--- config.mk ---
export PLATFORM = sky130hd
export DESIGN_NAME = text_console_cursor_writer
export DESIGN_NICKNAME = d
export VERILOG_FILES = /design/src/hdl/ccw_pkg.sv /design/src/hdl/ccw_cursor.sv /design/src/hdl/text_console_cursor_writer.sv
export SDC_FILE = /design/constraint.sdc
export NUM_CORES = 1
export LEC_CHECK = 0
export BUFFER_PORTS_ARGS = -buffer_cell sky130_fd_sc_hd__buf_2
export CAP_MARGIN = 20
export CORE_ASPECT_RATIO = 0.8
export CORE_MARGIN = 8
export CORE_UTILIZATION = 30
export DETAILED_ROUTE_END_ITERATION = 10
export SYNTH_ARGS = -nofsm -noshare
export SYNTH_HDL_FRONTEND = slang
export SYNTH_SLANG_ARGS = --single-unit
--- constraint.sdc ---
create_clock -name clk -period 7.3 [get_ports clk]
set_input_delay 1.095 -clock clk [delete_from_list [all_inputs] [get_ports clk]]
set_output_delay 1.095 -clock clk [all_outputs]
set_load 0.02 [all_outputs]
--- src/hdl/ccw_pkg.sv ---
`default_nettype none

package ccw_pkg;

	// Screen geometry.
	localparam int COLUMNS = 80;
	localparam int ROWS    = 25;

	// Field widths.
	localparam int ROW_W  = 5;
	localparam int COL_W  = 7;
	localparam int ADDR_W = 11;
	localparam int CHAR_W = 8;
	localparam int ATTR_W = 8;
	localparam int DATA_W = CHAR_W + ATTR_W;

	// Character codes with special handling.
	localparam logic [CHAR_W-1:0] CODE_NEWLINE   = 8'd10;
	localparam logic [CHAR_W-1:0] CODE_BACKSPACE = 8'd8;
	localparam logic [CHAR_W-1:0] CODE_BLANK     = 8'd32;

	// Attribute after reset.
	localparam logic [ATTR_W-1:0] ATTR_RESET = 8'h01;

	// Last row and last column as cursor values.
	localparam logic [ROW_W-1:0] ROW_LAST = ROW_W'(ROWS - 1);
	localparam logic [COL_W-1:0] COL_LAST = COL_W'(COLUMNS - 1);

	// One result item.
	typedef struct packed {
		logic              write_valid;
		logic [ADDR_W-1:0] write_address;
		logic [DATA_W-1:0] write_data;
		logic [ROW_W-1:0]  cursor_row;
		logic [COL_W-1:0]  cursor_col;
	} ccw_result_t;

endpackage

`default_nettype wire

--- src/hdl/ccw_cursor.sv ---
`default_nettype none

module ccw_cursor
	import ccw_pkg::*;
(
	input  wire logic              clk,
	input  wire logic              arst_n,
	input  wire logic              advance,
	input  wire logic [CHAR_W-1:0] char_code,
	input  wire logic [ATTR_W-1:0] attribute,
	output ccw_result_t            result
);

	logic [ROW_W-1:0] row_q;
	logic [COL_W-1:0] col_q;
	logic [ROW_W-1:0] row_next;
	logic [COL_W-1:0] col_next;
	logic [ROW_W-1:0] row_down;
	logic [COL_W-1:0] addr_col;
	logic [CHAR_W-1:0] cell_char;
	logic             wr;

	// Row below the cursor, held on the last row since there is no scrolling.
	assign row_down = (row_q == ROW_LAST) ? row_q : row_q + ROW_W'(1);

	// Cursor update and cell write selection for one character.
	always_comb begin
		row_next  = row_q;
		col_next  = col_q;
		addr_col  = col_q;
		cell_char = char_code;
		wr        = 1'b0;
		case (char_code)
			CODE_NEWLINE: begin
				col_next = '0;
				row_next = row_down;
			end
			CODE_BACKSPACE: begin
				if (col_q != '0) begin
					col_next  = col_q - COL_W'(1);
					addr_col  = col_q - COL_W'(1);
					cell_char = CODE_BLANK;
					wr        = 1'b1;
				end
			end
			default: begin
				wr = 1'b1;
				if (col_q == COL_LAST) begin
					col_next = '0;
					row_next = row_down;
				end else begin
					col_next = col_q + COL_W'(1);
				end
			end
		endcase
	end

	// Result fields; address and data read zero when nothing is written.
	always_comb begin
		result.write_valid   = wr;
		result.write_address = '0;
		result.write_data    = '0;
		if (wr) begin
			result.write_address = ADDR_W'(row_q) * ADDR_W'(COLUMNS) + ADDR_W'(addr_col);
			result.write_data    = {attribute, cell_char};
		end
		result.cursor_row = row_next;
		result.cursor_col = col_next;
	end

	// Cursor state moves once per item handed to the result register.
	always_ff @(posedge clk or negedge arst_n) begin
		if (!arst_n) begin
			row_q <= '0;
			col_q <= '0;
		end else if (advance) begin
			row_q <= row_next;
			col_q <= col_next;
		end
	end

endmodule

`default_nettype wire

--- src/hdl/text_console_cursor_writer.sv ---
`default_nettype none

// Channel   Direction  Handshake           Payload
// input     in         in_valid/in_stall   char_code
// result    out        out_valid/out_stall write_valid, write_address, write_data,
//                                          cursor_row, cursor_col
// config    in         cfg_wr_en           cfg_wr_data (colour attribute)
//
// One item per cycle is sustained while the result is not stalled.
// The path is an input register, the cursor logic, and a result register.
// Reset puts the cursor at row 0, column 0 and the attribute at 1.
// A stalled result holds its register; the input register keeps accepting
// as long as the result register can take its item.

module text_console_cursor_writer
	import ccw_pkg::*;
(
	input  wire logic              clk,
	input  wire logic              arst_n,
	input  wire logic              in_valid,
	output logic                   in_stall,
	input  wire logic [CHAR_W-1:0] char_code,
	output logic                   out_valid,
	input  wire logic              out_stall,
	output logic                   write_valid,
	output logic [ADDR_W-1:0]      write_address,
	output logic [DATA_W-1:0]      write_data,
	output logic [ROW_W-1:0]       cursor_row,
	output logic [COL_W-1:0]       cursor_col,
	input  wire logic              cfg_wr_en,
	input  wire logic [ATTR_W-1:0] cfg_wr_data
);

	logic              valid_s1;
	logic [CHAR_W-1:0] char_s1;
	logic              valid_s2;
	ccw_result_t       result_s2;
	ccw_result_t       result;
	logic [ATTR_W-1:0] attr_q;
	logic              advance;

	// The result register takes a new item when empty or being drained.
	assign advance  = valid_s1 && (!valid_s2 || !out_stall);
	assign in_stall = valid_s1 && !advance;

	// Attribute register.
	always_ff @(posedge clk or negedge arst_n) begin
		if (!arst_n) begin
			attr_q <= ATTR_RESET;
		end else if (cfg_wr_en) begin
			attr_q <= cfg_wr_data;
		end
	end

	// Input register.
	always_ff @(posedge clk or negedge arst_n) begin
		if (!arst_n) begin
			valid_s1 <= 1'b0;
		end else if (!in_stall) begin
			valid_s1 <= in_valid;
		end
	end

	always_ff @(posedge clk) begin
		if (!in_stall && in_valid) begin
			char_s1 <= char_code;
		end
	end

	// Cursor state and per-character logic.
	ccw_cursor u_cursor (
		.clk       (clk),
		.arst_n    (arst_n),
		.advance   (advance),
		.char_code (char_s1),
		.attribute (attr_q),
		.result    (result)
	);

	// Result register.
	always_ff @(posedge clk or negedge arst_n) begin
		if (!arst_n) begin
			valid_s2 <= 1'b0;
		end else if (advance) begin
			valid_s2 <= 1'b1;
		end else if (!out_stall) begin
			valid_s2 <= 1'b0;
		end
	end

	always_ff @(posedge clk) begin
		if (advance) begin
			result_s2 <= result;
		end
	end

	assign out_valid     = valid_s2;
	assign write_valid   = result_s2.write_valid;
	assign write_address = result_s2.write_address;
	assign write_data    = result_s2.write_data;
	assign cursor_row    = result_s2.cursor_row;
	assign cursor_col    = result_s2.cursor_col;

endmodule

`default_nettype wire
### Word-level counts from Yosys, hierarchy flattened

Index checks and enable logic that the tools add are counted.

* bits in registers: 70
* logic and storage cells: 43

* $add $sub $neg: 4
* multiply operators: 1
* equal/unequal tests: 5
* mux-type cells: 13
* reductions and logical operators: 9

Operators by type and width (count)
* $mux W7: 3
* $eq A8 B4 Y1 const B: 2
* $mux W8: 2
* $pmux W7 S2: 1
* $add A11 B7 Y11: 1
* $mux W5: 2
* $pmux W5 S2: 1
* $add A7 B1 Y7 const B: 1
* $eq A7 B7 Y1 const B: 1
* $mul A5 B3 Y7 const B: 1
* $reduce_bool A7 Y1: 1
* $sub A7 B1 Y7 const B: 1
* $add A5 B1 Y5 const B: 1
* $eq A5 B5 Y1 const B: 1
* $logic_not A1 Y1: 4
* $logic_and A1 B1 Y1: 3
* $mux W1: 3
* $ne A2 B1 Y1 const B: 1
* $pmux W1 S2: 1
* $logic_or A1 B1 Y1: 1

### Depth between registers and ports, before layout

Gate-level depths: netlist of run 1.

* word-level depth: 7
* depth in mapped cells: 13

### By module

From an unflattened synthesis of run 1, not the netlist that was laid out.

* cell total of the unflattened synthesis: 294
* area total of the unflattened synthesis: 3618.5 µm²

By module, submodules not included
* text_console_cursor_writer: instances 1, cells each 73, area each 1860.5 µm²
* ccw_cursor: instances 1, cells each 221, area each 1757.9 µm²

### Worst setup path after synthesis of run 1

OpenSTA, ideal clock, no wires.

* path kind: register to register
* start point: register char_s1[5]
* end point: register result_s2, in the netlist write_address[10] (data pin)
* setup time: 0.138 ns
* data arrival time: 3.121 ns
* required time: 7.162 ns
* setup slack: 4.040 ns
* cell stages (with the launch flop): 14
* buffers on the path: 2
* cells stage by stage: edfxtp_1 or4_1 buf_2 or2_4 buf_2 nor2_1 nand2_1 mux2_1 ha_1 fa_1 a21o_1 nand4_1 xnor3_1 nor2_1

* word-level cells in the longest chain between the ends: 3
* elaborated cells on any way between the ends: 5

Ends and longest elaborated chain
* from (decl): line text_console_cursor_writer.sv:35 `logic [CHAR_W-1:0] char_s1;`
* from (signal assigned): line text_console_cursor_writer.sv:66 `char_s1 <= char_code;`
* $eq A8 B4 Y1: line ccw_cursor.sv:33 `case (char_code)`
* $mux W7: line ccw_cursor.sv:33
* $add A11 B7 Y11: line ccw_cursor.sv:64 `result.write_address = ADDR_W'(row_q) * ADDR_W'(COLUMNS) + ADDR_W'(addr_col);`
* to (signal assigned): line text_console_cursor_writer.sv:93 `result_s2 <= result;`
* to (decl): line text_console_cursor_writer.sv:37 `ccw_result_t result_s2;`

Several ways; a longest one is shown, not always the timed one.
A chain may end at the register's enable or synchronous reset.

### Worst setup path in the final report of run 1

* start point: register char_s1[5]
* end point: register result_s2, in the netlist write_address[7] (data pin)

Same word-level chain as after synthesis.

==> results by group, run 1 <==
Clock network
  – CTS clk-pin slew, worst paths: 0.05 ns
  – Maximum clock insertion buffer count: 2
  – CTS root buf: clkbuf_16
  – Clk sinks: 70
  – CTS H-Tree Depth: 3
  – Inserted Clock Buffers: 9
  – CTS tree: done
  – Worst-Skew Late Latency: 0.33 ns
  – # Post-CTS Setup Buffers: 0
  – Hold buffer count at CTS: 0
  – Cts repair resizes: 0

Placed design
  – IO buf count: 62
  – Routability Congestion: 0.868
  – DP Wirelength: 5050 um

Synthesis
  – Synthesized area per cell: 12.4 um2
  – Cell Area, Synth: 0.00344 mm2
  – Number of flops mapped to enable cells by yosys: 48
  – Predominant post-synthesis flop cell: edfxtp_1
  – Top cells by count, synth: edfxtp_1, nor2_1, dfrtp_1
  – Cell with the most instances after synthesis: edfxtp_1
  – Post-synth ARST share: 0.314
  – Post-synthesis sequential area ratio: 0.580
  – Biggest area consumer among synthesized cells: edfxtp_1
  – Post-synthesis register bit count: 70
  – Area contributors post-synth: edfxtp_1, dfrtp_1, ha_1
  – Synthesized Nets: 314
  – Distinct cells, synth: 53
  – Yosys warns: 0
  – Synth Instances: 278
  – Area share of the largest cell type after synthesis: 0.419

Global routing
  – Pin count of the biggest net entering global routing: 50
  – GRT Total Usage: 0.0977
  – First-pass GRT wire length: 11700 um
  – Vias in the first global route: 2263
  – Initial antenna violation count: 0
  – Grt ovf: 0

Routing
  – Vias per cell: 4.70
  – WL/cell: 14.6 um
  – DR vias: 2285
  – Router iterations before antenna repair: 4
  – Post-route DRC: 0
  – Starting DRC count in detailed routing: 155
  – Post-DRT Antenna Nets: 0
  – Routed WL: 7100 um

Die
  – Initial Util: 0.303
  – Core Box Area: 0.0113 mm2
  – Ports: 63
  – Standard-cell rows: 35
  – Die height: 112 um
  – Die Width: 136 um
  – Full die area: 0.0152 mm2

Pwr
  – Power Density: 346 mW/mm2
  – Static leakage: 1.74 nW
  – Total power: 0.00144 W
  – Peak VDD IR: 0.122 mV

Timing
  – Min Tclk post-route: 3.50 ns
  – Setup TNS: 0 ns
  – Clock Skews: 0.00365 ns
  – Max-slew headroom: 0.335
  – Final setup viols: 0
  – Slew @ Worst Pin: 0.996 ns
  – Ratio of final minimum period to clock period: 0.479
  – Max-slew violation count: 0
  – Hold Fails Final Rpt: 0
  – Unrepaired setup endpoints after global routing: no
  – Fmax achieved: 286 MHz

Worst hold path
  – HP Start: char_s1[0]$_DFFE_PP_
  – Hold Crit Class: reg -> reg

Flow run
  – Max-cap violations: 0

Finish
  – Filler instances: 1083
  – Nets@finish: 369
  – Layout cell share with drive strength beyond 1: 0.302
  – Inserted Diodes: 0
  – Area growth syn-to-layout: 21.0%

Worst setup path
  – Worst-path cell chain: or4_1 > or3_1 > o41ai_1 > ha_1 > a21o_1 > a21oi_1 > xor2_1 > nor2_1
  – Crit path launch type: flop
  – RR Startpoint: char_s1[5]$_DFFE_PP_
  – Crit path max fanout: 10
  – Required time worst endpoint: 7.35 ns
  – Crit-path max cell delay: 0.64 ns
  – CP Data Arrival Time: 3.55 ns
  – Crit path max-delay cell type: or4_1
  – Setup Crit Path Kind: reg -> reg
  – Worst setup EP type: flop
  – Worst Setup SP: char_s1[5]$_DFFE_PP_

Outcome
  – Status: finished clean
[kinds of logic (layout without fill, tap and decap cells)]
group                    Yosys count  in the layout  share of synthesized area
buffers and inverters             26             86                     0.0335
AO/OA/AOI/OAI                     50             50                     0.0979
AND/OR/NAND/NOR                   89             89                      0.139
XOR/XNOR                          13             13                     0.0371
adder cells (fa/ha/maj)           15             15                     0.0590
flip-flops                        70             70                      0.580
multiplexers                      15             15                     0.0531
[area by class of cell]
class / instances / area, um2 / area share
clock inverter: 3 / 41.3 / 0.00993
tap: 148 / 185 / 0.0445
inverter: 8 / 30.0 / 0.00722
multi-input combinational: 182 / 1330 / 0.319
sequential: 70 / 1990 / 0.479
clock buffer: 13 / 270 / 0.0650
timing repair buffer: 62 / 310 / 0.0746
[layout by cell type (no fill, tap or decap), types with 5 or more instances in the layout]
| cell | synthesis | layout |
|---|---|---|
| xnor2_1 | 5 | 5 |
| a21o_1 | 6 | 6 |
| nand2_1 | 13 | 13 |
| nor2_1 | 22 | 22 |
| o21ai_0 | 5 | 5 |
| nand3_1 | 6 | 6 |
| dfrtp_1 | 21 | 21 |
| inv_1 | 7 | 7 |
| nor3_1 | 7 | 7 |
| nor2b_1 | 12 | 12 |
| o22ai_1 | 5 | 5 |
| xor2_1 | 7 | 7 |
| a21oi_1 | 15 | 15 |
| ha_1 | 13 | 13 |
| a31oi_1 | 6 | 6 |
| mux2_2 | 9 | 9 |
| edfxtp_1 | 48 | 48 |
| buf_2 | 5 | 62 |
| clkbuf_16 | 0 | 9 |
[metrics by stage]
stage / util / instances / setup slack [ns] / area (um2) / hold slack, ns
floorplan: - / 278 / 4.04 / 3440 / 0.457
global placement: 0.339 / 470 / 3.92 / 3850 / 0.426
detailed placement: 0.339 / 470 / 3.80 / 3850 / 0.443
CTS: 0.367 / 486 / 3.79 / 4160 / 0.440
global route: 0.367 / 486 / 3.60 / 4160 / 0.456
finish: 0.367 / 486 / 3.80 / 4160 / 0.441
[critical path, delay by kind of cell, from the launching register on]
kind | cells | cell delay [ns]
and+or+nand+nor | 3 | 1.29
AOI/OAI and AO/OA | 3 | 1.02
DFF | 1 | 0.37
adders and majority gates | 1 | 0.35
xor gates and xnor gates | 1 | 0.20
[worst paths after layout]
kind	endpoint	slack, ns	cells past startpoint
max	write_address[7]$_SDFFCE_PN0P_	3.80	8
min	write_data[0]$_SDFFCE_PN0P_	0.44	0
max reg2reg	write_address[7]$_SDFFCE_PN0P_	3.80	8
min reg2reg	write_data[0]$_SDFFCE_PN0P_	0.44	0
max in group asynchronous	u_cursor.row_q[2]$_DFFE_PN0P_	6.17	1
min in group asynchronous	attr_q[7]$_DFFE_PN0P_	0.75	1
[state kept, by name, summed over array words and instances (netlist names)]
| register | cells |
|---|---|
| u_cursor.row_q | 5 |
| write_data | 16 |
| u_cursor.col_q | 7 |
| out_valid | 1 |
| write_valid | 1 |
| write_address | 11 |
| valid_s1 | 1 |
| cursor_col | 7 |
| char_s1 | 8 |
| attr_q | 8 |
| cursor_row | 5 |
[report_power, final]
part           switching (W)  total (W)  internal, W
Combinational       0.000236   0.000402     0.000166
Clock               0.000156   0.000447     0.000291
Sequential         0.0000673   0.000592     0.000525
Total               0.000460    0.00144     0.000981
[routing by layer]
layer  routed length (um)  vias to the layer above  track usage
met5                    0                        -            0
met4                   90                        0       0.0369
met3                  631                        9       0.0459
met2                 2880                       77        0.130
met1                 3500                     1073        0.133
li1                     -                     1126            -
(Power assumes the default switching activity.)
==> run 2, diff against run 1 <==
--- a/config.mk
+++ b/config.mk
@@ -5,6 +5,7 @@
 export SDC_FILE = /design/constraint.sdc
 export NUM_CORES = 1
 export LEC_CHECK = 0
+export ABC_AREA = 1
 export BUFFER_PORTS_ARGS = -buffer_cell sky130_fd_sc_hd__buf_2
 export CAP_MARGIN = 20
 export CORE_ASPECT_RATIO = 0.8
==> constraint.sdc (replaced) <==
create_clock -name clk -period 3 [get_ports clk]
set_input_delay 0.45 -clock clk [delete_from_list [all_inputs] [get_ports clk]]
set_output_delay 0.45 -clock clk [all_outputs]
set_load 0.02 [all_outputs]
==> results by group, run 2 <==
Timing
  – Min Tclk post-route: 2.75 ns (-0.749 ns)
  – Unrepaired setup endpoints after global routing: no
  – Max-slew violation count: 0 (unchanged)
  – Max-slew headroom: 0.608 (+0.273)
  – Ratio of final minimum period to clock period: 0.916 (+0.437)
  – Setup TNS: 0 ns (unchanged)
  – Slew @ Worst Pin: 0.587 ns (-0.410 ns)
  – Hold Fails Final Rpt: 0 (unchanged)
  – Fmax achieved: 364 MHz (+27%)
  – Final setup viols: 0 (unchanged)
  – Clock Skews: 0.00782 ns (+0.00417 ns)
  – WHS: 0.110 ns (-0.330 ns)

Synthesis
  – Post-synth ARST share: 0.314 (unchanged)
  – Post-synthesis sequential area ratio: 0.558 (-0.0221)
  – Area contributors post-synth: edfxtp_1, dfrtp_1, nand2_1
  – Yosys warns: 0 (unchanged)
  – Cell Area, Synth: 0.00357 mm2 (+4.0%)
  – Number of flops mapped to enable cells by yosys: 48 (unchanged)
  – Biggest area consumer among synthesized cells: edfxtp_1
  – Top cells by count, synth: nand2_1, inv_1, edfxtp_1
  – Synthesized Nets: 405 (+29%)
  – Area share of the largest cell type after synthesis: 0.403 (-0.0160)
  – Distinct cells, synth: 30 (-43%)
  – Predominant post-synthesis flop cell: edfxtp_1
  – Synthesized area per cell: 9.68 um2 (-22%)
  – Cell with the most instances after synthesis: nand2_1
  – Synth Instances: 369 (+33%)
  – Post-synthesis register bit count: 70 (unchanged)

Placed design
  – Placed instance area: 0.00401 mm2 (+4.2%)
  – IO buf count: 62 (unchanged)
  – Routability Congestion: 0.822 (-5.2%)
  – DP Wirelength: 5510 um (+9.2%)

Worst setup path
  – Worst setup EP type: flop
  – Worst Setup SP: u_cursor.col_q[0]$_DFFE_PN0P_
  – Crit path max fanout: 8 (-2)
  – Crit path max-delay cell type: dfrtp_2
  – RR Startpoint: u_cursor.col_q[0]$_DFFE_PN0P_
  – Crit-path max cell delay: 0.46 ns (-0.18 ns)
  – Crit path launch type: flop
  – Required time worst endpoint: 3.07 ns (-4.28 ns)
  – Setup slack, reg-to-reg: 0.25 ns (-3.55 ns)
  – Setup Crit Path Kind: reg -> reg
  – CP Data Arrival Time: 2.82 ns (-0.73 ns)
  – Worst-path cell chain: inv_1 > ha_2 > nand3_2 > nor2_2 > nor2_4 > nand2_1 > o21ai_0 > ha_1 > fa_1 > nand2_1 > inv_1 > o21ai_0 > or2_2 > a21oi_1

Die
  – Core Box Area: 0.0116 mm2 (+1.9%)
  – Ports: 63 (unchanged)
  – Initial Util: 0.309 (+0.00606)
  – Standard-cell rows: 35 (unchanged)
  – Full die area: 0.0157 mm2 (+3.4%)
  – Die height: 114 um (+1.7%)
  – Die Width: 138 um (+1.7%)

Routing
  – Vias per cell: 4.34 (-7.6%)
  – Met2 wire len: 3590 um (+25%)
  – DR vias: 2537 (+11%)
  – WL/cell: 13.0 um (-11%)
  – Post-DRT Antenna Nets: 0 (unchanged)
  – Router iterations before antenna repair: 5 (+1)
  – Wl on met1: 3610 um (+3.1%)
  – Top sig layer: met4
  – Routed wl met3: 276 um (-56%)
  – Starting DRC count in detailed routing: 194 (+25%)
  – Post-route DRC: 0 (unchanged)
  – Routed WL: 7590 um (+6.8%)

Clock network
  – CTS tree: done
  – CTS root buf: clkbuf_16
  – Inserted Clock Buffers: 9 (unchanged)
  – Maximum clock insertion buffer count: 2 (unchanged)
  – CTS H-Tree Depth: 3 (unchanged)
  – Clk sinks: 70 (unchanged)
  – # Post-CTS Setup Buffers: 0 (unchanged)
  – CTS clk-pin slew, worst paths: 0.06 ns (about the same)
  – Worst-Skew Late Latency: 0.33 ns (about the same)

Global routing
  – GRT Total Usage: 0.0989 (+0.00116)
  – Vias in the first global route: 2546 (+13%)
  – First-pass GRT wire length: 12600 um (+8.1%)
  – Grt ovf: 0 (unchanged)
  – Pin count of the biggest net entering global routing: 37 (-26%)
  – Initial antenna violation count: 0 (unchanged)

Pwr
  – Share of power burned in registers: 0.403 (-0.008)
  – Net switching power: 0.000983 W (+110%)
  – Peak VDD IR: 0.322 mV (+160%)
  – Clock network fraction of total power: 0.373 (+0.063)
  – Int Power: 0.00230 W (+130%)
  – Combinational share of power: 0.224 (-0.055)
  – Switch share: 0.299 (-0.0195)
  – Static leakage: 2.17 nW (+24%)
  – Power Density: 753 mW/mm2 (+120%)

Finish
  – Nets@finish: 467 (+27%)
  – Commonest non-fill, non-tap cells in the layout: nand2_1, buf_2, inv_1, edfxtp_1, nand3_1
  – Largest register FFs: 16 (unchanged)
  – Core Util, Final: 0.377 (+0.0105)
  – Inserted Diodes: 0 (unchanged)
  – Commonest non-fill, non-tap cell in the layout: nand2_1
  – Layout cell share with drive strength beyond 1: 0.248 (-0.0541)
  – Area growth syn-to-layout: 22.0%
  – Post-route cell area: 0.00436 mm2 (+4.8%)

Outcome
  – Status: finished clean

Flow run
  – Max-cap violations: 0 (unchanged)

Worst hold path
  – Hold Crit Class: in -> async
-- run 2: metrics by stage --
| step | setup slack (ns) | power (W) | cells |
|---|---|---|---|
| floorplan | 0.504 | 0.00187 | 369 |
| global placement | 0.336 | 0.00207 | 568 |
| detailed placement | 0.248 | 0.00207 | 568 |
| CTS | 0.215 | 0.00331 | 584 |
| global route | 0.0145 | 0.00346 | 584 |
| finish | 0.253 | 0.00328 | 584 |
-- run 2: path summary, 6_finish.rpt --
check,end,cells after the start
max in group asynchronous,u_cursor.col_q[0]$_DFFE_PN0P_,1
worst min-delay path,u_cursor.col_q[2]$_DFFE_PN0P_,1
worst max register to register,write_address[8]$_SDFFCE_PN0P_,14
worst min register to register,write_data[6]$_SDFFCE_PN0P_,0
min in group clk,char_s1[2]$_DFFE_PP_,1
worst max-delay path,write_address[8]$_SDFFCE_PN0P_,14
-- run 2: critical path, delay by kind of cell (launching register included) --
kind | cells | cell delay [ns]
adders and majority gates | 3 | 0.86
and+or+nand+nor | 6 | 0.62
DFF | 1 | 0.46
AOI/OAI and AO/OA | 3 | 0.31
buffers and inverters | 2 | 0.23
-- run 2: cell type report --
type                       instances  area, um2
fill                            1197       7200
sequential                        70       1990
multi-input combinational        233       1280
timing repair buffer              65        345
clock buffer                      10        239
inverter                          52        205
tap                              148        185
clock inverter                     6        109
-- run 2: what timing repair did --
action / 4_1_cts / 5_1_grt
hold buffers: 0 / 0
gates resized for setup: 0 / 2
setup endpoints to repair: 0 / 1
-- run 2: power groups by stage --
stage	Combinational [W]	Clock, W	Sequential [W]
after global placement	0.000735	0	0.00133
final	0.000737	0.00122	0.00132
after global routing	0.000835	0.00129	0.00134
after CTS	0.000742	0.00125	0.00132
after floorplan	0.000462	0	0.00140
after detailed placement	0.000736	0	0.00134
-- run 2: cell families after synthesis --
family / synth area share
buf+inv: 0.0840
fa+ha+maj: 0.0567
simple gates: 0.243
compound gates: 0.0287
xor+xnor: 0.0294
flops: 0.558
-- run 2: per-layer routing --
metal / global-route usage / vias up
met2: 0.163 / 46
li1: - / 1296
met4: 0.0376 / 0
met5: 0 / -
met1: 0.121 / 1186
met3: 0.0270 / 9
